### config.mk
export PLATFORM = sky130hd
export DESIGN_NAME = plbt_ctrl
export DESIGN_NICKNAME = d
export VERILOG_FILES = /design/src/hdl/plbt_pkg.sv /design/src/hdl/plbt_ctrl.sv
export SDC_FILE = /design/constraint.sdc
export NUM_CORES = 1
export LEC_CHECK = 0
export BUFFER_PORTS_ARGS = -buffer_cell sky130_fd_sc_hd__buf_2
export CORE_MARGIN = 2
export CORE_UTILIZATION = 41
export DETAILED_ROUTE_END_ITERATION = 10
export PLACE_DENSITY = 0.6
export REMOVE_ABC_BUFFERS = 1
export SETUP_SLACK_MARGIN = 0.15
export SYNTH_ARGS = -nofsm -noshare
export SYNTH_HDL_FRONTEND = slang
export SYNTH_SLANG_ARGS = --single-unit
export TNS_END_PERCENT = 20
### constraint.sdc
create_clock -name clk_i -period 8.15 [get_ports clk_i]
set_input_delay 1.63 -clock clk_i [delete_from_list [all_inputs] [get_ports clk_i]]
set_output_delay 1.63 -clock clk_i [all_outputs]
set_load 0.02 [all_outputs]
### src/hdl/plbt_pkg.sv
// shared types and constants for the price level bitmap best tracker
package plbt_pkg;

  // width of a price level field on the ports
  localparam int LEVEL_W = 11;

  // default geometry of the occupancy bitmaps
  localparam int DEF_LEVELS    = 2048;
  localparam int DEF_WORD_BITS = 64;

  // event kinds
  localparam logic KIND_SET   = 1'b0;
  localparam logic KIND_CLEAR = 1'b1;

  // book sides
  localparam logic SIDE_BID = 1'b0;
  localparam logic SIDE_ASK = 1'b1;

  // one input transaction
  typedef struct packed {
    logic               kind;
    logic               side;
    logic [LEVEL_W-1:0] level_index;
  } in_t;

  // one result transaction
  typedef struct packed {
    logic               bid_valid;
    logic [LEVEL_W-1:0] best_bid_level;
    logic               ask_valid;
    logic [LEVEL_W-1:0] best_ask_level;
  } out_t;

  // result handoff from the control unit to the output register
  typedef struct packed {
    logic valid;
    out_t data;
  } res_t;

endpackage

### src/hdl/plbt_ctrl.sv
// sequencer: read-modify-write of the bitmap word, best update and rescan
module plbt_ctrl
  import plbt_pkg::*;
#(
  parameter int LEVELS    = DEF_LEVELS,
  parameter int WORD_BITS = DEF_WORD_BITS,
  parameter int WORDS     = (LEVELS + WORD_BITS - 1) / WORD_BITS,
  parameter int AW        = (WORDS > 1) ? $clog2(WORDS) : 1
) (
  input  logic                 clk_i,
  input  logic                 rst_ni,
  input  logic                 in_valid_i,
  output logic                 in_ready_o,
  input  in_t                  in_data_i,
  output logic [AW-1:0]        raddr_o,
  output logic [AW-1:0]        waddr_o,
  output logic [WORD_BITS-1:0] wdata_o,
  output logic                 bid_we_o,
  output logic                 bid_re_o,
  input  logic [WORD_BITS-1:0] bid_rdata_i,
  output logic                 ask_we_o,
  output logic                 ask_re_o,
  input  logic [WORD_BITS-1:0] ask_rdata_i,
  input  logic                 res_ready_i,
  output res_t                 res_o
);

  localparam int BW = (WORD_BITS > 1) ? $clog2(WORD_BITS) : 1;
  // reciprocal for level / WORD_BITS, exact over all LEVEL_W-bit levels
  localparam int SH  = LEVEL_W + BW;
  localparam int MUL = ((2 ** SH) + WORD_BITS - 1) / WORD_BITS;

  typedef enum logic [3:0] {
    ST_IDLE = 4'b0001,
    ST_MOD  = 4'b0010,
    ST_SCAN = 4'b0100,
    ST_EMIT = 4'b1000
  } state_e;

  state_e               state_q, state_d;
  logic                 kind_q, kind_d;
  logic                 side_q, side_d;
  logic                 inrange_q, inrange_d;
  logic [LEVEL_W-1:0]   lvl_q, lvl_d;
  logic [AW-1:0]        widx_q, widx_d;
  logic [BW-1:0]        bidx_q, bidx_d;
  logic [AW-1:0]        scan_widx_q, scan_widx_d;
  logic                 fwd_hit_q, fwd_hit_d;
  logic [WORD_BITS-1:0] fwd_word_q, fwd_word_d;
  logic [WORDS-1:0]     bid_sum_q, bid_sum_d;
  logic [WORDS-1:0]     ask_sum_q, ask_sum_d;
  logic [LEVEL_W-1:0]   best_bid_q, best_bid_d;
  logic                 bid_ok_q, bid_ok_d;
  logic [LEVEL_W-1:0]   best_ask_q, best_ask_d;
  logic                 ask_ok_q, ask_ok_d;

  // split of the incoming level into word and bit index
  logic [31:0]          prod;
  logic [31:0]          quot;
  logic [LEVEL_W-1:0]   rem;
  logic [AW-1:0]        in_widx;
  logic [BW-1:0]        in_bidx;
  logic                 in_range;

  assign prod     = 32'(in_data_i.level_index) * 32'(MUL);
  assign quot     = prod >> SH;
  assign rem      = in_data_i.level_index - LEVEL_W'(quot * 32'(WORD_BITS));
  assign in_widx  = AW'(quot);
  assign in_bidx  = BW'(rem);
  assign in_range = 32'(in_data_i.level_index) < 32'(LEVELS);

  // modified word; a word whose summary bit is clear reads as empty
  logic [WORD_BITS-1:0] word_rd;
  logic                 word_live;
  logic [WORD_BITS-1:0] cur_word;
  logic [WORD_BITS-1:0] bit_mask;
  logic [WORD_BITS-1:0] new_word;

  assign word_rd   = side_q ? ask_rdata_i : bid_rdata_i;
  assign word_live = side_q ? ask_sum_q[widx_q] : bid_sum_q[widx_q];
  assign cur_word  = word_live ? word_rd : '0;
  assign bit_mask  = {{(WORD_BITS-1){1'b0}}, 1'b1} << bidx_q;
  assign new_word  = (kind_q == KIND_CLEAR) ? (cur_word & ~bit_mask) : (cur_word | bit_mask);

  // summary vector of the touched side after this write
  logic [WORDS-1:0] sum_new;
  always_comb begin
    sum_new         = side_q ? ask_sum_q : bid_sum_q;
    sum_new[widx_q] = |new_word;
  end

  // extreme nonzero word: highest for bids, lowest for asks
  logic [AW-1:0] sum_idx;
  logic          sum_any;
  always_comb begin
    sum_idx = '0;
    sum_any = |sum_new;
    if (side_q == SIDE_BID) begin
      for (int i = 0; i < WORDS; i++) begin
        if (sum_new[i]) sum_idx = AW'(i);
      end
    end else begin
      for (int i = WORDS - 1; i >= 0; i--) begin
        if (sum_new[i]) sum_idx = AW'(i);
      end
    end
  end

  // extreme set bit inside the rescanned word
  logic [WORD_BITS-1:0] scan_word;
  logic [BW-1:0]        scan_bit;
  logic [31:0]          scan_lvl;
  assign scan_word = fwd_hit_q ? fwd_word_q : word_rd;
  always_comb begin
    scan_bit = '0;
    if (side_q == SIDE_BID) begin
      for (int i = 0; i < WORD_BITS; i++) begin
        if (scan_word[i]) scan_bit = BW'(i);
      end
    end else begin
      for (int i = WORD_BITS - 1; i >= 0; i--) begin
        if (scan_word[i]) scan_bit = BW'(i);
      end
    end
  end
  assign scan_lvl = 32'(scan_widx_q) * 32'(WORD_BITS) + 32'(scan_bit);

  assign in_ready_o = (state_q == ST_IDLE);

  // sequencer
  always_comb begin
    state_d     = state_q;
    kind_d      = kind_q;
    side_d      = side_q;
    inrange_d   = inrange_q;
    lvl_d       = lvl_q;
    widx_d      = widx_q;
    bidx_d      = bidx_q;
    scan_widx_d = scan_widx_q;
    fwd_hit_d   = fwd_hit_q;
    fwd_word_d  = fwd_word_q;
    bid_sum_d   = bid_sum_q;
    ask_sum_d   = ask_sum_q;
    best_bid_d  = best_bid_q;
    bid_ok_d    = bid_ok_q;
    best_ask_d  = best_ask_q;
    ask_ok_d    = ask_ok_q;
    raddr_o     = in_widx;
    waddr_o     = widx_q;
    wdata_o     = new_word;
    bid_we_o    = 1'b0;
    ask_we_o    = 1'b0;
    bid_re_o    = 1'b0;
    ask_re_o    = 1'b0;
    res_o.valid = 1'b0;
    // result fields come from the registered bests
    res_o.data.bid_valid      = bid_ok_q;
    res_o.data.best_bid_level = bid_ok_q ? best_bid_q : '0;
    res_o.data.ask_valid      = ask_ok_q;
    res_o.data.best_ask_level = ask_ok_q ? best_ask_q : '0;
    unique case (state_q)
      ST_IDLE: begin
        if (in_valid_i) begin
          kind_d    = in_data_i.kind;
          side_d    = in_data_i.side;
          lvl_d     = in_data_i.level_index;
          inrange_d = in_range;
          widx_d    = in_widx;
          bidx_d    = in_bidx;
          bid_re_o  = (in_data_i.side == SIDE_BID);
          ask_re_o  = (in_data_i.side == SIDE_ASK);
          state_d   = ST_MOD;
        end
      end
      ST_MOD: begin
        state_d = ST_EMIT;
        if (inrange_q) begin
          // write back the word and its summary bit
          bid_we_o = (side_q == SIDE_BID);
          ask_we_o = (side_q == SIDE_ASK);
          if (side_q == SIDE_BID) begin
            bid_sum_d = sum_new;
          end else begin
            ask_sum_d = sum_new;
          end
          if (kind_q == KIND_SET) begin
            if (side_q == SIDE_BID) begin
              if (!bid_ok_q || lvl_q > best_bid_q) begin
                best_bid_d = lvl_q;
                bid_ok_d   = 1'b1;
              end
            end else begin
              if (!ask_ok_q || lvl_q < best_ask_q) begin
                best_ask_d = lvl_q;
                ask_ok_d   = 1'b1;
              end
            end
          end else if ((side_q == SIDE_BID && bid_ok_q && lvl_q == best_bid_q) ||
                       (side_q == SIDE_ASK && ask_ok_q && lvl_q == best_ask_q)) begin
            // cleared the best level: rescan or invalidate
            if (sum_any) begin
              raddr_o     = sum_idx;
              bid_re_o    = (side_q == SIDE_BID);
              ask_re_o    = (side_q == SIDE_ASK);
              scan_widx_d = sum_idx;
              fwd_hit_d   = (sum_idx == widx_q);
              fwd_word_d  = new_word;
              state_d     = ST_SCAN;
            end else if (side_q == SIDE_BID) begin
              best_bid_d = '0;
              bid_ok_d   = 1'b0;
            end else begin
              best_ask_d = '0;
              ask_ok_d   = 1'b0;
            end
          end
        end
      end
      ST_SCAN: begin
        if (side_q == SIDE_BID) begin
          best_bid_d = scan_lvl[LEVEL_W-1:0];
        end else begin
          best_ask_d = scan_lvl[LEVEL_W-1:0];
        end
        state_d = ST_EMIT;
      end
      ST_EMIT: begin
        res_o.valid = 1'b1;
        if (res_ready_i) begin
          state_d = ST_IDLE;
        end
      end
      default: begin
        state_d = ST_IDLE;
      end
    endcase
  end

  // control state and bests
  always_ff @(posedge clk_i or negedge rst_ni) begin
    if (!rst_ni) begin
      state_q    <= ST_IDLE;
      bid_sum_q  <= '0;
      ask_sum_q  <= '0;
      best_bid_q <= '0;
      bid_ok_q   <= 1'b0;
      best_ask_q <= '0;
      ask_ok_q   <= 1'b0;
    end else begin
      state_q    <= state_d;
      bid_sum_q  <= bid_sum_d;
      ask_sum_q  <= ask_sum_d;
      best_bid_q <= best_bid_d;
      bid_ok_q   <= bid_ok_d;
      best_ask_q <= best_ask_d;
      ask_ok_q   <= ask_ok_d;
    end
  end

  // transaction payload held across the sequence
  always_ff @(posedge clk_i) begin
    kind_q      <= kind_d;
    side_q      <= side_d;
    inrange_q   <= inrange_d;
    lvl_q       <= lvl_d;
    widx_q      <= widx_d;
    bidx_q      <= bidx_d;
    scan_widx_q <= scan_widx_d;
    fwd_hit_q   <= fwd_hit_d;
    fwd_word_q  <= fwd_word_d;
  end

endmodule

==> metrics.txt, run 1 <==
WHS Path Cells 2; # DRC 0; signed area change from the synthesized netlist to the final layout 16.0%; GR Overflow Total 0; primary flip-flop cell chosen by synthesis mapping sky130_fd_sc_hd__dfrtp_1; FF-to-FF setup slack 1.92 ns; routed via count divided by cell count 6.34; type of the worst min-delay path flip-flop to flip-flop; Detail Placement HPWL 45700 um; biggest fanout along the worst timing path 43; via count of the first global-routing pass 14624; number of iterations in the first detailed-routing pass 8; total power divided by cell area 313 nW/um^2; count of state elements after synthesis 175; Filler cells 3461; total track usage 0.312; post-synth cell types 85; FFs w/ async S/R, synth 0.526; CTS tree built; count of buffers from port buffering 248; CP arrival 6.22 ns; Starting Density 0.418; setup slack after layout 0.298 ns; hold violation count in the final report 0; I/O pin total 249; Req. time, crit path 6.52 ns; static power due to leakage 7.01 nW; Global Route met1 Usage 0.424; standard-cell rows 69; number of max-slew violations in the final report 0; R2R cell count 15; H-tree levels 4; die footprint 37900 sq um; Max-Cap Viols 0; met2 track utilization from global routing 0.502; Root Buffer sky130_fd_sc_hd__clkbuf_16; setup violators final 0; final weighted congestion in routability-driven placement 0.956; maximum number of pins on one net before global-route repair 71; number of CTS-inserted buffers 17; peak supply drop 0.249 mV; post-route clock skew 0.0190 ns; number of antenna violations at the first check in global routing 0; average size of a mapped cell 8.61 sq um; Antenna Violating Nets Remaining 0; final antenna diode count 0; reg-to-reg critical path endpoint best_ask_q[1]; total clock sinks 175; met3 Track Usage GR 0.0484; Iter 0 DRT Violations 1826; worst setup slack after placement 0.382 ns; CTS Buffer Depth 2; run status completed; number of buffers inserted for hold repair after clock tree synthesis 0; kind of end point of the critical path primary output; clock transition at the registers of the reported paths 0.07 ns; fraction of layout cells with a size suffix above 1 0.259; Slew @ Worst Pin 1.11 ns; Die Y-Extent 195 um; period utilisation layout 0.963; worst setup path class input pin to primary output; total number of yosys warnings 0; die span in x 195 um; crit path time final 7.85 ns; DR vias 15330; final worst hold slack 0.507 ns; worst min-delay path endpoint ask_sum_q[23]; Hold Startpoint ask_sum_q[23]; setup repair after global routing missed its margin no; number of flops mapped to enable cells by yosys 83; overall routed net length 59900 um; fraction of the yosys area taken by sequential cells 0.322; fin nets 2110; post-synthesis instance area 14900 sq um; wire length of the first global-routing pass 90700 um; layer carrying the most global-route usage met2; Core ar. 35700 sq um; FMAX 127 MHz; Slew headroom 0.257; aggregate negative setup slack 0 ns; startpoint of the worst register-to-register path lvl_q[2]; detail-routed net length per standard cell 24.8 um; Worst setup SP type input pin; Cells after Synth 1731; clock network latency to the later pin of the worst-skew pair 0.48 ns
cells in the final DEF (no fill, tap or decap), types with 52 or more instances in the layout:
| master | Yosys | final |
|---|---|---|
| sky130_fd_sc_hd__buf_2 | 19 | 247 |
| sky130_fd_sc_hd__edfxtp_1 | 83 | 83 |
| sky130_fd_sc_hd__nor2_1 | 100 | 99 |
| sky130_fd_sc_hd__buf_4 | 3 | 52 |
| sky130_fd_sc_hd__mux2i_1 | 91 | 91 |
| sky130_fd_sc_hd__o21ai_0 | 202 | 202 |
| sky130_fd_sc_hd__a21oi_1 | 84 | 84 |
| sky130_fd_sc_hd__o22ai_1 | 64 | 64 |
| sky130_fd_sc_hd__dfrtp_1 | 91 | 91 |
| sky130_fd_sc_hd__nand2_1 | 219 | 218 |
| sky130_fd_sc_hd__mux2_2 | 120 | 120 |
metal layers:
metal,vias to the layer above,part of all wire
li1,6986,-
met1,7427,0.42
met2,783,0.46
met3,134,0.080
met4,0,0.038
met5,-,0
sequential cells by signal (all words and copies together) (netlist names):
name	cells
fwd_word_q	64
ask_sum_q	32
bid_sum_q	32
best_ask_q	11
best_bid_q	11
lvl_q	11
scan_widx_q	5
state_q	4
ask_ok_q	1
bid_ok_q	1
fwd_hit_q	1
kind_q	1
side_q	1
where the power goes:
group          internal, mW  switching [mW]  total, mW
registers              1.21           0.235       1.44
clock network         0.427           0.392      0.819
logic                  1.13            2.02       3.15
total                  2.76            2.65       5.41
cells by family after synthesis:
logic type,synth area share
xor+xnor,0.00235
simple gates,0.189
flops,0.322
fa+ha+maj,0.0185
mux,0.186
buf+inv,0.0434
compound gates,0.239
layout make-up:
cell class              count  area [sq um]  area share
flip-flops and latches    175          4800       0.277
clock buffers              20           479      0.0277
well taps                 461           577      0.0334
multi-input cells        1399          9480       0.548
clock inverters            12          80.1     0.00463
inverters                  47           176      0.0102
repair buffers            303          1710      0.0987
critical path: stages:
cell and delay, ns:
sky130_fd_sc_hd__buf_2 0.11, sky130_fd_sc_hd__mux2_4 0.30, sky130_fd_sc_hd__or4_1 0.53, sky130_fd_sc_hd__a21boi_1 0.18, sky130_fd_sc_hd__nand4_1 0.20, sky130_fd_sc_hd__or4_1 0.65
sky130_fd_sc_hd__o41a_1 0.44, sky130_fd_sc_hd__buf_12 0.19, sky130_fd_sc_hd__o31ai_2 0.41, sky130_fd_sc_hd__o211a_1 0.21, sky130_fd_sc_hd__o21ai_1 0.09, sky130_fd_sc_hd__or4_1 0.43
sky130_fd_sc_hd__o21ai_1 0.22, sky130_fd_sc_hd__and2_1 0.26, sky130_fd_sc_hd__mux2_2 0.18, sky130_fd_sc_hd__buf_2 0.15
cells in the mapped netlist (5+ instances only):
library cell | count | share of area
sky130_fd_sc_hd__nand2_1 | 219 | 0.055
sky130_fd_sc_hd__o21ai_0 | 202 | 0.068
sky130_fd_sc_hd__mux2_2 | 120 | 0.091
sky130_fd_sc_hd__nor2_1 | 100 | 0.025
sky130_fd_sc_hd__dfrtp_1 | 91 | 0.15
sky130_fd_sc_hd__mux2i_1 | 91 | 0.061
sky130_fd_sc_hd__a21oi_1 | 84 | 0.028
sky130_fd_sc_hd__edfxtp_1 | 83 | 0.17
sky130_fd_sc_hd__clkbuf_1 | 77 | 0.019
sky130_fd_sc_hd__o22ai_1 | 64 | 0.027
sky130_fd_sc_hd__inv_1 | 46 | 0.012
sky130_fd_sc_hd__nor3_1 | 38 | 0.013
sky130_fd_sc_hd__nand3_1 | 37 | 0.012
sky130_fd_sc_hd__and2_1 | 33 | 0.014
sky130_fd_sc_hd__o21a_1 | 28 | 0.014
sky130_fd_sc_hd__nor2b_1 | 24 | 0.010
sky130_fd_sc_hd__ha_1 | 22 | 0.018
sky130_fd_sc_hd__nand4_1 | 22 | 0.0092
sky130_fd_sc_hd__a211oi_1 | 21 | 0.011
sky130_fd_sc_hd__mux4_2 | 21 | 0.032
sky130_fd_sc_hd__nand2b_1 | 20 | 0.0084
sky130_fd_sc_hd__buf_2 | 19 | 0.0064
sky130_fd_sc_hd__a31oi_1 | 16 | 0.0067
sky130_fd_sc_hd__nor4_1 | 16 | 0.0067
sky130_fd_sc_hd__o31ai_1 | 16 | 0.0081
sky130_fd_sc_hd__nand3b_1 | 10 | 0.0050
sky130_fd_sc_hd__and3_1 | 9 | 0.0038
sky130_fd_sc_hd__o32ai_1 | 9 | 0.0053
sky130_fd_sc_hd__or2_2 | 9 | 0.0038
sky130_fd_sc_hd__or3_1 | 9 | 0.0038
sky130_fd_sc_hd__buf_1 | 8 | 0.0020
sky130_fd_sc_hd__nor3b_1 | 8 | 0.0040
sky130_fd_sc_hd__o211ai_1 | 8 | 0.0040
sky130_fd_sc_hd__a211o_1 | 7 | 0.0041
sky130_fd_sc_hd__a21boi_0 | 7 | 0.0035
sky130_fd_sc_hd__a21o_1 | 7 | 0.0035
sky130_fd_sc_hd__a22oi_1 | 7 | 0.0035
sky130_fd_sc_hd__o211a_1 | 7 | 0.0047
sky130_fd_sc_hd__a221o_1 | 6 | 0.0040
sky130_fd_sc_hd__o21bai_1 | 5 | 0.0025
sky130_fd_sc_hd__o221ai_1 | 5 | 0.0029
sky130_fd_sc_hd__o311ai_0 | 5 | 0.0029
worst max-delay path by stage:
stage,from,end,slack [ns],cells after the start
6_report,bid_rdata_i[32],raddr_o[0],0.30,16
5_1_grt,bid_rdata_i[32],raddr_o[0],0.18,16
4_1_cts,bid_rdata_i[32],raddr_o[0],0.36,16
3_5_place_dp,bid_rdata_i[32],raddr_o[0],0.38,16
3_3_place_gp,bid_rdata_i[32],raddr_o[1],0.42,14
2_1_floorplan,side_q,raddr_o[0],-3.65,9
repair_timing:
item / in CTS / in global routing
setup endpoints to repair: 0 / 2
resized for setup: 0 / 1
setup buffers: 0 / 1
endpoints found under the hold margin: 0 / 0
metrics by stage:
stage | cell area (sq um) | power (mW) | utilization | std cells
detailed placement | 16700 | 4.53 | 0.469 | 2384
global placement | 16700 | 4.50 | 0.469 | 2384
global route | 17300 | 5.73 | 0.485 | 2417
CTS | 17300 | 5.36 | 0.485 | 2416
floorplan | 14400 | 3.39 | - | 1621
finish | 17300 | 5.41 | 0.485 | 2417
(Power assumes the default switching activity.)
==> inputs of run 2 (changes only) <==
Settings changed: PLACE_DENSITY 0.6 to 0.72.
==> run 2 against run 1 <==
Worst hold slack improved by 0.00072 ns. Non-clock buffer count down 20. Largest power group unchanged. Total power is 1.2% lower. Sequential power about the same. Combinational power shrank 3%. Clock skew down 0.0028 ns. Critical path depth stayed put. Clock power rose by 0.7%. Core utilization down 0.42 points. Wire length fell by 5.5%. Setup slack worse by 0.085 ns.
==> metrics.txt, run 2 (synthesis gave the netlist of run 1 again) <==
overall routed net length 56600 um; fin nets 2090; post-route clock skew 0.0162 ns; sequence of cells on the critical path buf_2, mux2_4, or4_1, a21boi_1, nand4_1, or4_1, o41a_1, buf_4, mux2_2, o21ai_0, a211oi_1, a211o_1, o21ai_1, and2_1, mux2_2, buf_2; via count of the first global-routing pass 14586; Req. time, crit path 6.52 ns; Antenna Violating Nets Remaining 0; CTS Buffer Depth 2; die span in x 195 um; Starting Density 0.418; largest stage delay on the critical path 0.58 ns; run status completed; largest registers fwd_word_q (64), ask_sum_q (32), bid_sum_q (32); Reg with most FFs fwd_word_q; signed area change from the synthesized netlist to the final layout 15.0%; Die Y-Extent 195 um; hold violation count in the final report 0; cell family with most CP delay compound AO/OA/AOI/OAI gates; Final Power 5.34 mW; Slew @ Worst Pin 1.17 ns; standard-cell rows 69; type of the worst min-delay path flip-flop to flip-flop; detail-routed net length per standard cell 23.6 um; worst setup path class input pin to primary output; final antenna diode count 0; setup violators final 0; peak supply drop 0.214 mV; static power due to leakage 6.90 nW; total clock sinks 175; area of placed instances 16500 sq um; top library cells by usage in the layout, fill and taps aside 247 x sky130_fd_sc_hd__buf_2, 219 x sky130_fd_sc_hd__nand2_1, 202 x sky130_fd_sc_hd__o21ai_0; Hold Startpoint ask_sum_q[11]; period utilisation layout 0.974; Iter 0 DRT Violations 2102; post-route core utilization 0.481; startpoint of the worst register-to-register path lvl_q[4]; total track usage 0.293; clock transition at the registers of the reported paths 0.08 ns; FF-to-FF setup slack 2.08 ns; cell count after placement 2365; post-CTS setup-driven buffer insertion count 0; Root Buffer sky130_fd_sc_hd__clkbuf_16; CP max-delay cell sky130_fd_sc_hd__or4_1; count of buffers from port buffering 248; worst setup slack after placement 0.265 ns; Max-Cap Viols 0; # DRC 0; kind of end point of the critical path primary output; maximum number of pins on one net before global-route repair 98; clock network latency to the later pin of the worst-skew pair 0.47 ns; GR Overflow Total 0; leading cell type in the layout, fill and taps excluded sky130_fd_sc_hd__buf_2; Design Area, Final 17100 sq um; H-tree levels 4; number of buffer and inverter stages on the critical path 3; fraction of layout cells with a size suffix above 1 0.253; Worst setup SP type input pin; FMAX 126 MHz; total power divided by cell area 312 nW/um^2; routed via count divided by cell count 6.45; number of CTS-inserted buffers 17; crit path time final 7.94 ns; wire length of the first global-routing pass 86400 um; worst min-delay path endpoint ask_sum_q[11]; aggregate negative setup slack 0 ns; number of iterations in the first detailed-routing pass 6; final worst hold slack 0.508 ns; R2R cell count 13; Largest register FFs 64; I/O pin total 249; final weighted congestion in routability-driven placement 1.02; die footprint 37900 sq um; number of antenna violations at the first check in global routing 1; number of max-slew violations in the final report 0; DR vias 15463; WHS Path Cells 2; Core ar. 35700 sq um; setup slack after layout 0.213 ns; Slew headroom 0.219; CTS tree built; biggest fanout along the worst timing path 43; CP arrival 6.31 ns; reg-to-reg critical path endpoint best_ask_q[2]; number of standard cells in the final layout excluding fillers 2397; Detail Placement HPWL 43000 um; setup repair after global routing missed its margin no
-- run 2: cell count changes in the layout (fill, tap and decap cells not counted), moves of 2 or more --
cell,before,now
sky130_fd_sc_hd__buf_12,4,1
sky130_fd_sc_hd__o31ai_4,1,3
sky130_fd_sc_hd__clkbuf_16,19,17
sky130_fd_sc_hd__clkinv_2,5,1
sky130_fd_sc_hd__buf_4,52,35
sky130_fd_sc_hd__o31ai_2,4,2
sky130_fd_sc_hd__inv_8,0,4
sky130_fd_sc_hd__inv_6,3,5
-- run 2: worst reg2reg max path, delay by kind of cell (launching register included) --
kind,cells,cell delay (ns)
AO/OA/AOI/OAI,6,2.28
AND/OR/NAND/NOR,5,2.24
flip-flops,1,0.84
multiplexers,1,0.41
buffers and inverters,1,0.21
-- run 2: how the worst max path moves through the flow --
stage,to,slack (ns),cells past startpoint,from
detailed placement,raddr_o[0],0.26,16,bid_rdata_i[32]
CTS,raddr_o[0],0.25,16,bid_rdata_i[32]
global placement,raddr_o[0],0.41,16,ask_rdata_i[44]
floorplan,raddr_o[0],-3.65,9,side_q
finish,raddr_o[0],0.21,16,bid_rdata_i[32]
global route,raddr_o[0],0.15,16,bid_rdata_i[32]
-- run 2: repair_timing --
action	CTS	global route
resized for setup	0	5
hold buffers	0	0
setup endpoints to repair	0	1
hold endpoints to repair	0	0
-- run 2: where the power goes --
part	internal [mW]	switching (mW)	leakage, nW
clock network	0.406	0.419	0.284
registers	1.20	0.247	1.86
logic	1.08	1.98	4.76
-- run 2: routing by layer --
layer,vias up,GRT usage,part of all wire
met3,138,0.0555,0.099
met1,7385,0.393,0.41
met2,991,0.464,0.46
met5,-,0,0
met4,0,0.124,0.040
li1,6949,-,-
-- run 2: cell type report --
class	count	area, sq um
Timing Repair Buffer	283	1520
Clock inverter	15	140
Fill cell	3410	18500
Inverter	47	176
Clock buffer	17	425
Multi-Input combinational cell	1399	9510
Sequential cell	175	4800
Tap cell	461	577
